===== config.mk =====
export PLATFORM = sky130hd
export DESIGN_NAME = sfcm_rot_cordic
export DESIGN_NICKNAME = d
export VERILOG_FILES = /design/src/rtl/sensor_frame_calibration_matrix_core_macros.svh /design/src/rtl/sfcm_pkg.sv /design/src/rtl/sfcm_rot_cordic.sv
export SDC_FILE = /design/constraint.sdc
export NUM_CORES = 2
export LEC_CHECK = 0
export BUFFER_PORTS_ARGS = -buffer_cell sky130_fd_sc_hd__buf_2
export CAP_MARGIN = 20
export CORE_MARGIN = 4
export CORE_UTILIZATION = 55
export CTS_CLUSTER_SIZE = 30
export DETAILED_ROUTE_END_ITERATION = 7
export PLACE_DENSITY = 0.71
export SYNTH_ARGS = -nofsm -noshare
export SYNTH_HDL_FRONTEND = slang
export SYNTH_SLANG_ARGS = --single-unit

===== constraint.sdc =====
create_clock -name aclk -period 15.8 [get_ports aclk]
set_input_delay 1.58 -clock aclk [delete_from_list [all_inputs] [get_ports aclk]]
set_output_delay 1.58 -clock aclk [all_outputs]
set_load 0.01 [all_outputs]

===== src/rtl/sensor_frame_calibration_matrix_core_macros.svh =====
// Assertion macros used by the calibration matrix top level.
`ifndef SENSOR_FRAME_CALIBRATION_MATRIX_CORE_MACROS_SVH
`define SENSOR_FRAME_CALIBRATION_MATRIX_CORE_MACROS_SVH

// Same-cycle implication, checked at every rising edge outside reset.
`define SFCM_ASSERT_NOW(label, clk, rstn, pre, post, msg) \
    label: assert property (@(posedge clk) disable iff (!rstn) (pre) |-> (post)) \
        else $error(msg);

// Next-cycle implication, checked at every rising edge outside reset.
`define SFCM_ASSERT_NEXT(label, clk, rstn, pre, post, msg) \
    label: assert property (@(posedge clk) disable iff (!rstn) (pre) |=> (post)) \
        else $error(msg);

`endif


===== src/rtl/sfcm_pkg.sv =====
// Types, constants and the arctangent table of the calibration matrix block.
package sfcm_pkg;

    localparam int SAMPLE_BITS  = 16;
    localparam int FRAC_BITS    = 14;
    localparam int CORDIC_STEPS = 16;

    localparam int OUT_BITS  = 16;
    localparam int QFRAC     = 30;
    localparam int QW        = 36;
    localparam int CW        = QW + 4;
    localparam int RW        = 34;
    localparam int ANG_BITS  = 32;

    typedef logic signed [SAMPLE_BITS-1:0] sample_t;
    typedef logic signed [OUT_BITS-1:0]    entry_t;
    typedef logic signed [QW-1:0]          vec_t;
    typedef logic signed [CW-1:0]          cw_t;
    typedef logic signed [RW-1:0]          rw_t;
    typedef logic [ANG_BITS-1:0]           angle_t;

    typedef struct packed {
        sample_t gravity_x;
        sample_t gravity_y;
        sample_t gravity_z;
        sample_t second_x;
        sample_t second_y;
        sample_t second_z;
    } in_item_t;

    typedef struct packed {
        entry_t r0c0;
        entry_t r0c1;
        entry_t r0c2;
        entry_t r1c0;
        entry_t r1c1;
        entry_t r1c2;
        entry_t r2c0;
        entry_t r2c1;
        entry_t r2c2;
    } out_item_t;

    typedef struct packed {
        vec_t v0;
        vec_t v1;
        vec_t v2;
    } vec3_t;

    typedef struct packed {
        vec_t c;
        vec_t s;
    } cs_pair_t;

    typedef vec_t [2:0][2:0] mat_t;

    localparam angle_t HALF_TURN = 32'h8000_0000;
    localparam rw_t    GAIN_Q30  = RW'(64'sd652032874);

    localparam angle_t ATAN_TAB [32] = '{
        32'h20000000, 32'h12E4051E, 32'h09FB385B, 32'h051111D4, 32'h028B0D43,
        32'h0145D7E1, 32'h00A2F61E, 32'h00517C55, 32'h0028BE53, 32'h00145F2F,
        32'h000A2F98, 32'h000517CC, 32'h00028BE6, 32'h000145F3, 32'h0000A2FA,
        32'h0000517D, 32'h000028BE, 32'h0000145F, 32'h00000A30, 32'h00000518,
        32'h0000028C, 32'h00000146, 32'h000000A3, 32'h00000051, 32'h00000029,
        32'h00000014, 32'h0000000A, 32'h00000005, 32'h00000003, 32'h00000001,
        32'h00000001, 32'h00000000
    };

    // Arctangent of 2^-i as a binary angle.
    function automatic angle_t atan_step(logic [4:0] idx);
        return ATAN_TAB[idx];
    endfunction

endpackage


===== src/rtl/sfcm_rot_cordic.sv =====
// Pipelined rotation CORDIC: cosine and sine of a binary angle in Q30.
module sfcm_rot_cordic import sfcm_pkg::*; (
    input  logic   aclk,
    input  logic   en,
    input  angle_t ang_in,
    output vec_t   cos_out,
    output vec_t   sin_out
);

    rw_t    x_reg [CORDIC_STEPS+1];
    rw_t    y_reg [CORDIC_STEPS+1];
    rw_t    z_reg [CORDIC_STEPS+1];
    logic   [CORDIC_STEPS:0] neg_reg;
    vec_t   cos_reg;
    vec_t   sin_reg;
    logic   flip;
    angle_t ang_adj;

    // Angles in the left half are folded by half a turn and negated at the end.
    assign flip    = ang_in[ANG_BITS-1:ANG_BITS-2] inside {2'b01, 2'b10};
    assign ang_adj = flip ? (ang_in + HALF_TURN) : ang_in;

    always_ff @(posedge aclk) begin
        if (en) begin
            x_reg[0]   <= GAIN_Q30;
            y_reg[0]   <= '0;
            z_reg[0]   <= rw_t'($signed(ang_adj));
            neg_reg[0] <= flip;
        end
    end

    // One micro-rotation per stage, driving the residual angle towards zero.
    for (genvar i = 0; i < CORDIC_STEPS; i++) begin : g_step
        rw_t dx;
        rw_t dy;
        assign dx = y_reg[i] >>> i;
        assign dy = x_reg[i] >>> i;

        always_ff @(posedge aclk) begin
            if (en) begin
                if (z_reg[i] >= 0) begin
                    x_reg[i+1] <= x_reg[i] - dx;
                    y_reg[i+1] <= y_reg[i] + dy;
                    z_reg[i+1] <= z_reg[i] - rw_t'(atan_step(5'(i)));
                end else begin
                    x_reg[i+1] <= x_reg[i] + dx;
                    y_reg[i+1] <= y_reg[i] - dy;
                    z_reg[i+1] <= z_reg[i] + rw_t'(atan_step(5'(i)));
                end
                neg_reg[i+1] <= neg_reg[i];
            end
        end
    end

    // Undo the fold on the way out.
    always_ff @(posedge aclk) begin
        if (en) begin
            if (neg_reg[CORDIC_STEPS]) begin
                cos_reg <= -vec_t'(x_reg[CORDIC_STEPS]);
                sin_reg <= -vec_t'(y_reg[CORDIC_STEPS]);
            end else begin
                cos_reg <= vec_t'(x_reg[CORDIC_STEPS]);
                sin_reg <= vec_t'(y_reg[CORDIC_STEPS]);
            end
        end
    end

    assign cos_out = cos_reg;
    assign sin_out = sin_reg;

endmodule


# Word level (Yosys, flattened, before mapping)
# Memory sizes are Yosys's and may differ from the RTL's.
# Cells that the tools add are included.
# totals
out_inout_bits,72
in_bits,34
memories,3
ram_bits,1734
register_bits,89
wordCells,336
# op_classes
bitwise_logic,48
eq_ne,2
reduce_logical,1
n_lt_le_gt_ge,16
mux,149
add_sub_neg,98
# memory_table
memory,words,word_bits,read_ports,rd_ports_with_merged_regs,wr,line_no,text
x_reg,17,34,17,0,17,sfcm_rot_cordic.sv:10,rw_t x_reg [CORDIC_STEPS+1];
y_reg,17,34,17,0,17,sfcm_rot_cordic.sv:11,rw_t y_reg [CORDIC_STEPS+1];
z_reg,17,34,16,0,17,sfcm_rot_cordic.sv:12,rw_t z_reg [CORDIC_STEPS+1];
# ops
cell,count
$mux 34,48
$ge 34x1->1 const B,16
$mux 1,98
$mux 36,2
$neg 34->36,2
$add 34x19->34,2
$add 34x20->34,2
$add 34x21->34,2
$add 34x22->34,2
$add 34x23->34,2
$add 34x24->34,2
$add 34x25->34,2
$add 34x26->34,2
$add 34x27->34,2
$add 34x28->34,2
$add 34x29->34,2
$add 34x30->34,2
$add 34x31->34,2
$add 34x32->34,2
$add 34x33->34,2
$sub 34x19->34,2
$sub 34x20->34,2
$sub 34x21->34,2
$sub 34x22->34,2
other kinds (51),110

# Logic depth before layout (Yosys ltp)
# logic_depth
word_depth,5
ltp_mapped,25
ltp_nobuf,24

# Worst setup path before layout
# No wires, ideal clock.
# synth_timing
path_type,input port to flip-flop
start,input port en
end,"memory x_reg[9][32] (netlist name), data pin"
path_stages,23
required_ps,15542
setup_ps,258
setup_slack_ps,8764
arrival_time_ps,6778
path_buffers,6
path_cell_list,buf_2 -> and2_1 -> buf_2 -> inv_1 -> clkbuf_1 -> clkbuf_1 -> clkbuf_1 -> buf_1 -> o41ai_1 -> xnor2_1 -> ha_1 -> a21o_1 -> a21o_1 -> a21o_1 -> a21oi_1 -> nor2_1 -> a2111oi_0 -> o21ai_0 -> o41ai_1 -> o21ai_0 -> o21a_1 -> nor2_1 -> xnor2_1
# synth_rtl
element,line_no,text
start: declaration,sfcm_rot_cordic.sv:4,"input logic en,"
end: declaration,sfcm_rot_cordic.sv:10,

==> metrics.txt <==
area growth from synthesis to layout=7.57%; Slew HR=between 20% and 30%; Port Buffers=105; Max FO, Critical Path=~120; TritonCTS Buffers=180; layout cells sized above 1=roughly 4.6%; Synth Instances=13300; drt first-iter violations=just over 8000; TritonCTS Sinks=between 1500 and 2000; Final Hold Fails=0; syn_nets=about 15000; Achievable Freq=0.129 GHz; final core utilization=between 50 and 60%; CTS resizes=0; layout filler cell count=just under 20000; die extent in y=491 um; Post-CTS Hold Buffers=0; minimum clock period=7.73 ns; max reg flops=around 500; Post-DP Area=~130000 um2; largest net degree at the start of global routing=about 150; Slew @ Worst Pin=around 1.2 ns; IO Pins=106; class of the worst hold path=flip-flop to flip-flop; routed via count=100000; final instance count without filler cells=16500; commonest cells after routing, fill and taps aside=edfxtp_1 (1592), xnor2_1 (1326), ha_1 (1286); final clock skew=~0.036 ns; global-route wire length before repair=between 500000 and 600000 um; later-pin clock latency in the skew report=roughly 0.84 ns; Final GP Congestion=approximately 0.95; RSZ-0062 raised after global routing=false; Die W=about 490 um; fin crit share=between 40% and 50%; Post-synth ARST share=0%; status=completed; Synth Flop Type=edfxtp_1; initial antenna violation count=5; Finished Cell Area=138000 um2; commonest non-fill, non-tap cell in the layout=edfxtp_1; Tot GR Track Use=between 20% and 30%; Yosys warnings=0; TritonCTS clock tree=done; setup_tns=0 ns; Core Rows=between 150 and 200; post-DR vias/cell=around 6.1; Worst-path clk slew=approximately 0.060 ns; Post-CTS Setup Bufs=0; syn avg cell area=~9.6 um2; number of library cell types mapped by synthesis=88; vias in the first global route=around 96000; Nets=approximately 15000; GRT overflow=0; critical path startpoint category=input port; residual DRC count=0; Post-Route WL=about 330000 um; Post-synth EDFFs=roughly 1600; final antenna-violating net count=0; Worst setup EP type=flip-flop; max-cap violation count=0; Avg WL per Cell=about 20 um; drt pass-1 iters=6; Core ar.=between 200000 and 250000 um2; Setup CP Type=input port to flip-flop; #FFs+latches synth=1592; placed insts=16200; root buf cell=clkbuf_16; H-tree levels=4; crit path DAT=approximately 8.3 ns; detailed placement HPWL=about 260000 um; Starting Density=55.5%; data required time at the worst endpoint=16.38 ns; Final setup viols=0; Post-Syn Area=about 130000 um2; die area=241000 um2; Max Root-Sink Buffers=3; sequential share of the synthesized area=between 30% and 40%; max-slew violations=0
-- final timing paths --
path	end	cells after the start	slack (ns)	startpoint
max	x_reg[10][32]	22	8.07	en
min	z_reg[1][3]	0	0.41	z_reg[0][3]
max reg2reg	x_reg[9][32]	21	9.59	z_reg[8][33]
min reg2reg	z_reg[1][3]	0	0.41	z_reg[0][3]
-- cells by family after synthesis --
family | count (synthesis) | synth area share, %
compound gates | 3977 | 19.6
xor+xnor | 1977 | 13.5
fa+ha+maj | 1352 | 13.4
buf+inv | 931 | 2.74
flops | 1592 | 37.3
mux | 92 | 0.757
simple gates | 3407 | 12.7
-- cell type report --
class	count	area, um2	area share (%)
antenna	3	7.51	0.00545
clock buffer	206	4640	3.37
clock inverter	126	1380	1.00
inverter	586	2200	1.60
multi-input combinational	10800	76800	55.7
sequential	1592	47800	34.7
tap	3026	3790	2.75
timing repair buffer	182	1160	0.843
-- critical path, stage by stage --
cell and delay [ns]:
buf_12 0.40, buf_12 0.55, buf_4 0.77, nand2_2 0.42, inv_2 0.11, buf_4 0.37
nor2_1 0.09, xor2_1 0.16, ha_1 0.32, nor2b_1 0.14, o21ai_0 0.22, a21boi_0 0.15
o21ai_0 0.24, a21oi_1 0.17, o211ai_1 0.31, a31oi_1 0.18, o41ai_1 0.88, o21bai_1 0.17
o22ai_1 0.28, o21bai_1 0.10, a21oi_1 0.17, xnor2_1 0.09
-- synthesized netlist by cell type, types with 91 or more instances --
cell         n  area share (%)
nand2_1    837             2.5
a211oi_1   101            0.59
or3_1       91            0.44
a31oi_1     99            0.48
clkbuf_1   263            0.77
xnor2_1   1326             9.1
nor3_1     304             1.2
o21bai_1   133            0.78
a21oi_1   1284             5.0
nand4_1     94            0.46
nand3_1    198            0.77
edfxtp_1  1592              37
o31ai_1    165            0.97
nand2b_1   233             1.1
o21ai_0    826             3.2
nor2b_1    184            0.90
a21o_1     606             3.6
nor2_1    1019             3.0
inv_1      581             1.7
o21a_1     167            0.98
ha_1      1286              13
xor2_1     651             4.5
-- layer usage --
layer,track usage [%],wire (um),vias up
li1,-,-,49200
met1,35.5,145000,48200
met2,44.3,156000,2585
met3,3.21,18300,457
met4,7.00,8270,2
met5,0,13,-
-- per-stage QoR --
step                hold WS [ns]  setup slack (ns)
finish                     0.408              8.07
global route               0.416              7.65
CTS                        0.407              8.27
detailed placement         0.405              7.38
global placement           0.403              7.47
floorplan                  0.400              8.76
Power is not shown: default switching activity piles up to over one toggle a cycle in this logic, so the estimate is an artifact.
