$ cat config.mk
export PLATFORM = sky130hd
export DESIGN_NAME = sfcm_qmul
export DESIGN_NICKNAME = d
export VERILOG_FILES = /design/src/rtl/sensor_frame_calibration_matrix_core_macros.svh /design/src/rtl/sfcm_pkg.sv /design/src/rtl/sfcm_qmul.sv
export SDC_FILE = /design/constraint.sdc
export NUM_CORES = 2
export LEC_CHECK = 0
export BUFFER_PORTS_ARGS = -buffer_cell sky130_fd_sc_hd__buf_2
export CAP_MARGIN = 40
export CORE_AREA = 2 2 352 354
export CTS_CLUSTER_SIZE = 8
export DETAILED_ROUTE_END_ITERATION = 16
export DIE_AREA = 0 0 354 356
export HOLD_SLACK_MARGIN = 0.05
export PLACE_DENSITY_LB_ADDON = 0.1
export SLEW_MARGIN = 10
export SYNTH_ARGS = -nofsm -noshare
export SYNTH_HDL_FRONTEND = slang
export SYNTH_SLANG_ARGS = --single-unit
export TNS_END_PERCENT = 20
$ cat constraint.sdc
create_clock -name aclk -period 22.1 [get_ports aclk]
set_clock_uncertainty 0.2 [all_clocks]
set_input_delay 2.21 -clock aclk [delete_from_list [all_inputs] [get_ports aclk]]
set_output_delay 2.21 -clock aclk [all_outputs]
set_load 0.005 [all_outputs]
$ cat src/rtl/sensor_frame_calibration_matrix_core_macros.svh
// Assertion macros used by the calibration matrix top level.
`ifndef SENSOR_FRAME_CALIBRATION_MATRIX_CORE_MACROS_SVH
`define SENSOR_FRAME_CALIBRATION_MATRIX_CORE_MACROS_SVH

// Same-cycle implication, checked at every rising edge outside reset.
`define SFCM_ASSERT_NOW(label, clk, rstn, pre, post, msg) \
    label: assert property (@(posedge clk) disable iff (!rstn) (pre) |-> (post)) \
        else $error(msg);

// Next-cycle implication, checked at every rising edge outside reset.
`define SFCM_ASSERT_NEXT(label, clk, rstn, pre, post, msg) \
    label: assert property (@(posedge clk) disable iff (!rstn) (pre) |=> (post)) \
        else $error(msg);

`endif

$ cat src/rtl/sfcm_pkg.sv
// Types, constants and the arctangent table of the calibration matrix block.
package sfcm_pkg;

    localparam int SAMPLE_BITS  = 16;
    localparam int FRAC_BITS    = 14;
    localparam int CORDIC_STEPS = 16;

    localparam int OUT_BITS  = 16;
    localparam int QFRAC     = 30;
    localparam int QW        = 36;
    localparam int CW        = QW + 4;
    localparam int RW        = 34;
    localparam int ANG_BITS  = 32;

    typedef logic signed [SAMPLE_BITS-1:0] sample_t;
    typedef logic signed [OUT_BITS-1:0]    entry_t;
    typedef logic signed [QW-1:0]          vec_t;
    typedef logic signed [CW-1:0]          cw_t;
    typedef logic signed [RW-1:0]          rw_t;
    typedef logic [ANG_BITS-1:0]           angle_t;

    typedef struct packed {
        sample_t gravity_x;
        sample_t gravity_y;
        sample_t gravity_z;
        sample_t second_x;
        sample_t second_y;
        sample_t second_z;
    } in_item_t;

    typedef struct packed {
        entry_t r0c0;
        entry_t r0c1;
        entry_t r0c2;
        entry_t r1c0;
        entry_t r1c1;
        entry_t r1c2;
        entry_t r2c0;
        entry_t r2c1;
        entry_t r2c2;
    } out_item_t;

    typedef struct packed {
        vec_t v0;
        vec_t v1;
        vec_t v2;
    } vec3_t;

    typedef struct packed {
        vec_t c;
        vec_t s;
    } cs_pair_t;

    typedef vec_t [2:0][2:0] mat_t;

    localparam angle_t HALF_TURN = 32'h8000_0000;
    localparam rw_t    GAIN_Q30  = RW'(64'sd652032874);

    localparam angle_t ATAN_TAB [32] = '{
        32'h20000000, 32'h12E4051E, 32'h09FB385B, 32'h051111D4, 32'h028B0D43,
        32'h0145D7E1, 32'h00A2F61E, 32'h00517C55, 32'h0028BE53, 32'h00145F2F,
        32'h000A2F98, 32'h000517CC, 32'h00028BE6, 32'h000145F3, 32'h0000A2FA,
        32'h0000517D, 32'h000028BE, 32'h0000145F, 32'h00000A30, 32'h00000518,
        32'h0000028C, 32'h00000146, 32'h000000A3, 32'h00000051, 32'h00000029,
        32'h00000014, 32'h0000000A, 32'h00000005, 32'h00000003, 32'h00000001,
        32'h00000001, 32'h00000000
    };

    // Arctangent of 2^-i as a binary angle.
    function automatic angle_t atan_step(logic [4:0] idx);
        return ATAN_TAB[idx];
    endfunction

endpackage

$ cat src/rtl/sfcm_qmul.sv
// Two-stage Q30 multiplier, product floored by 2^30, split into two partial products.
module sfcm_qmul import sfcm_pkg::*; (
    input  logic aclk,
    input  logic en,
    input  vec_t a,
    input  vec_t b,
    output vec_t p
);

    localparam int LO_W = QW / 2;
    localparam int HI_W = QW - LO_W;

    logic signed [HI_W-1:0]      a_hi;
    logic signed [LO_W:0]        a_lo;
    logic signed [HI_W+QW-1:0]   hi_reg;
    logic signed [LO_W+QW:0]     lo_reg;
    logic signed [2*QW-1:0]      sum;
    vec_t                        p_reg;

    // Upper half signed, lower half unsigned.
    assign a_hi = a[QW-1:LO_W];
    assign a_lo = {1'b0, a[LO_W-1:0]};

    always_ff @(posedge aclk) begin
        if (en) begin
            hi_reg <= (HI_W+QW)'(a_hi) * (HI_W+QW)'(b);
            lo_reg <= (LO_W+QW+1)'(a_lo) * (LO_W+QW+1)'(b);
        end
    end

    // Recombine and drop the fraction bits, which rounds towards minus infinity.
    assign sum = ((2*QW)'(hi_reg) <<< LO_W) + (2*QW)'(lo_reg);

    always_ff @(posedge aclk) begin
        if (en) begin
            p_reg <= sum[QFRAC+QW-1:QFRAC];
        end
    end

    assign p = p_reg;

endmodule

Yosys cells after proc, flatten, opt, wreduce, memory -nomap -nowiden --
Index checks and enable logic that the tools add are counted.
Storage, ports and cells: output and inout bits 36, logic and storage cells 6, register bits after elaboration 139
Operators by class: add/subtract/negate cells 1, $mul 2
Operators with widths (number):
- adder 66 x 55 -> 66 bit | 1
- multiplier 19 x 36 -> 55 bit | 1
- multiplier 18 x 36 -> 48 bit | 1

Longest topological paths before layout --
depth after elaboration 1, gate-level depth with buffers 25, depth with buffers taken out 23

Worst setup path after synthesis --
Ideal clock, no wire load.
kind input port to flip-flop, start input port b[10], end register lo_reg[46] (data pin), slack 13.528 ns, stages 22, path buffers 2, library setup time 0.258 ns, required time 21.642 ns, data arrival time 8.114 ns, path through clkbuf_1 > clkbuf_1 > nand2_1 > fa_1 > fa_1 > fa_1 > fa_1 > inv_1 > fa_1 > inv_1 > fa_1 > inv_1 > ha_1 > and3_1 > a221o_1 > a2111oi_4 > nor3_2 > o21ai_2 > o31ai_2 > a311o_1 > a31oi_1 > xnor2_1
Between the ends: word-level cells in the longest chain between the ends 1
Ends and longest elaborated chain:
- from (decl) | line sfcm_qmul.sv:6 | input vec_t b,
- multiplier 19 x 36 -> 55 bit | line sfcm_qmul.sv:27 | lo_reg <= (LO_W+QW+1)'(a_lo) * (LO_W+QW+1)'(b);
- to (signal assigned) | line sfcm_qmul.sv:27
- to (decl) | line sfcm_qmul.sv:16 | logic signed [LO_W+QW:0] lo_reg;
Every way passes these cells. A chain may end at the register's enable or synchronous reset.

Final worst setup path --
start input port a[1], end register lo_reg[54] (data pin)
Between the ends: word-level cells in the longest chain between the ends 1
Ends and longest elaborated chain:
- from (decl) | line sfcm_qmul.sv:5 | input vec_t a,
- multiplier 19 x 36 -> 55 bit | line sfcm_qmul.sv:27
Every way passes these cells.

==> results.py <==
metrics = {
    "cells_and_area": {
        "largest_reg_flops": 48,
        "fin_nets": 6836,
        "area_growth_pct": 5.885,
        "drive_gt1_frac": 0.04271,
    },
    "synth": {
        "synth.largest_area_cell": "fa_1",
        "synth-edff-count": 121,
        "synth.distinct_cells": 69,
        "seq_area_frac_synth": 0.07490,
        "syn_inst": 5359,
        "synth_async_sr_flop_share": 0,
        "syn_area_um2": 48510,
        "synth_seq_cells": 121,
        "synth.top_cell.area_share": 0.4886,
        "ys_warn_count": 0,
        "synth_nets": 6916,
        "ys.flop_type": "edfxtp_1",
        "syn_avg_cell_area_um2": 9.053,
        "synth_area_leaders": "fa_1 49%, inv_1 11%, ha_1 7.7%",
    },
    "cts": {
        "clock_latency_ns": 0.46,
        "cts_hold_buf": 0,
        "clock_path_buffers": 2,
        "cts_resized": 0,
        "h-tree-depth": 4,
        "cts_sinks": 121,
        "cts_setup_buffers": 0,
        "root_buffer": "clkbuf_16",
        "cts_tree": "done",
        "cts_made_buffers": 17,
        "path_clk_slew_ns": 0.06,
    },
    "setup_path": {
        "rrSetupSlack_ns": 18.39,
        "cp_slowest_cell": "fa_1",
        "startpoint_type": "input port",
        "cp-endpoint": "lo_reg[54]$_DFFE_PP_",
        "required_ns": 22.11,
        "cp-end-kind": "flip-flop",
        "critical_path_class": "in2reg",
        "crit_arrival_ns": 9.21,
        "crit_chain": "buf_2, nand2_1, inv_1, fa_1, inv_1, fa_1, fa_1, inv_1, fa_1, fa_1, inv_1, fa_1, inv_1, ha_1, a21o_1, a21o_1, a21oi_1, o21ai_0, a2111oi_0, o31ai_1, a31oi_1, o21ai_1, xnor2_1",
        "cp_num_buf_inv": 6,
        "ff2ff_path_depth": 10,
        "r2r_start": "hi_reg[1]$_DFFE_PP_",
        "crit_top_cell": "fa_1",
        "critPathMaxFanout": 36,
        "setup.worst_path.start": "a[1]",
        "cp_top_family": "adder cells",
        "cp_slowest_stage_delay_ns": 0.84,
        "rr_endpoint": "p[25]$_DFFE_PP_",
        "crit_cells": 23,
    },
    "floorplan": {
        "num_io_pins": 110,
        "die-area_um2": 126000,
        "fp.dieH_um": 356,
        "start_util": 0.3955,
        "die-width_um": 354,
        "placementRows": 129,
        "core-area_um2": 122700,
    },
    "routing": {
        "firstDrtPassIters": 7,
        "viasPerCell": 4.958,
        "wl_per_cell_um": 19.86,
        "remaining_drc_errors": 0,
        "ant_nets": 0,
        "drt_iter0_drc": 1613,
        "vias": 34380,
        "routed_wl_mm": 137.7,
    },
    "timing": {
        "period_needed_ns": 9.200,
        "slew_viol_final": 0,
        "fin_tns_setup_ns": 0,
        "fmax_mhz": 108.7,
        "worst_pin_slew_ns": 0.9277,
        "relSlewSlack": 0.3815,
        "post-route-period-util": 0.4163,
        "rsz0062_at_grt": "false",
        "setup_viol": 0,
        "finalHoldViolCount": 0,
    },
    "status": {
        "outcome": "completed",
    },
    "placed_design": {
        "dpl.hpwl_mm": 105.3,
        "port_buffers": 109,
        "gp_congestion": 0.8260,
    },
    "grt": {
        "grt_max_degree": 64,
        "grt_pass1_wl_mm": 223.4,
        "grt_pass1_vias": 38550,
        "grt_use_total": 0.2319,
        "overflow": 0,
        "grt_antenna_before_repair": 9,
    },
    "run": {
        "cap_viol_max_count": 0,
    },
    "worst_hold_path": {
        "min_path_type": "reg2reg",
    },
}
## per-layer routing
| metal | vias up | part of all wire | routed length [um] | global-route usage |
|---|---|---|---|---|
| met1 | 18220 | 0.41 | 56570 | 0.2888 |
| met5 | - | 0.00039 | 54 | 0 |
| met3 | 187 | 0.033 | 4565 | 0.01859 |
| li1 | 15280 | - | - | - |
| met4 | 8 | 0.036 | 5018 | 0.07602 |
| met2 | 685 | 0.52 | 71500 | 0.4241 |
## how the worst min path moves through the flow
stage                                    start         endpoint  slack [ns]  cells after the start
after floorplan           lo_reg[50]$_DFFE_PP_  p[20]$_DFFE_PP_        0.48                      2
after global placement    hi_reg[46]$_DFFE_PP_  p[34]$_DFFE_PP_        0.54                      2
after detailed placement  hi_reg[46]$_DFFE_PP_  p[34]$_DFFE_PP_        0.52                      2
after CTS                 hi_reg[41]$_DFFE_PP_  p[29]$_DFFE_PP_        0.55                      2
after global routing      hi_reg[27]$_DFFE_PP_  p[15]$_DFFE_PP_        0.57                      2
final                     hi_reg[27]$_DFFE_PP_  p[15]$_DFFE_PP_        0.55                      2
## metrics by stage
step	cells	hold slack (ns)	setup WS, ns	cell area, um2	util
6_report	6935	0.5492	12.90	51370	0.4188
5_1_grt	6930	0.5694	12.46	51360	0.4187
4_1_cts	6925	0.5521	12.86	51270	0.4180
3_5_place_dp	6893	0.5195	12.39	50680	0.4132
3_3_place_gp	6882	0.5406	12.46	50470	0.4115
2_1_floorplan	5359	0.4830	13.53	48510	-
## worst reg2reg max path, delay by kind of cell, from the launching register on
kind | cells | cell delay [ns]
flops | 1 | 0.37
fa+ha+maj | 1 | 0.30
simple gates | 2 | 0.40
xor+xnor | 1 | 0.16
compound gates | 6 | 2.02
## layout by cell type (no fill, tap or decap), types with 44 or more instances in the layout
master	instances
a21o_1	49
a21oi_1	106
and2_1	543
buf_2	108
buf_4	52
edfxtp_1	121
fa_1	1184
ha_1	299
inv_1	1452
nand2_1	773
nor2_1	95
o21ai_0	44
xnor2_1	89
## cells by family after synthesis
logic type | share of synthesized area
adders and majority gates | 0.5657
and+or+nand+nor | 0.1546
DFF | 0.07490
xor gates and xnor gates | 0.02329
buffers and inverters | 0.1338
AOI/OAI and AO/OA | 0.04733
muxes | 0.0004384
## layout make-up
class	instances	area, um2
multi-input combinational	3509	38390
antenna	6	15.01
clock inverter	15	165.2
inverter	1454	5458
timing repair buffer	176	1234
clock buffer	17	425.4
sequential	121	3633
fill	12500	71300
tap	1637	2048
## cells in the mapped netlist, drive strengths merged (4+ instances only)
cell	number
a2111oi	5
o21a	17
o211ai	9
buf	4
nor2	95
a21boi	5
nand2	773
nand4	22
a221oi	4
nand3	27
and4	4
clkbuf	271
a21o	49
o31ai	5
ha	299
edfxtp	121
nor3	16
inv	1454
a211o	5
and2	543
o41ai	5
nor2b	14
a211oi	14
o21ai	62
and3	14
a21oi	106
xor2	40
fa	1184
nand2b	24
o21bai	17
xnor2	89
a31oi	16
or3	5
or2	5
Power is left out: the tool's default activity adds up to more than one toggle a clock period on the data nets, which glitch-free logic cannot reach.
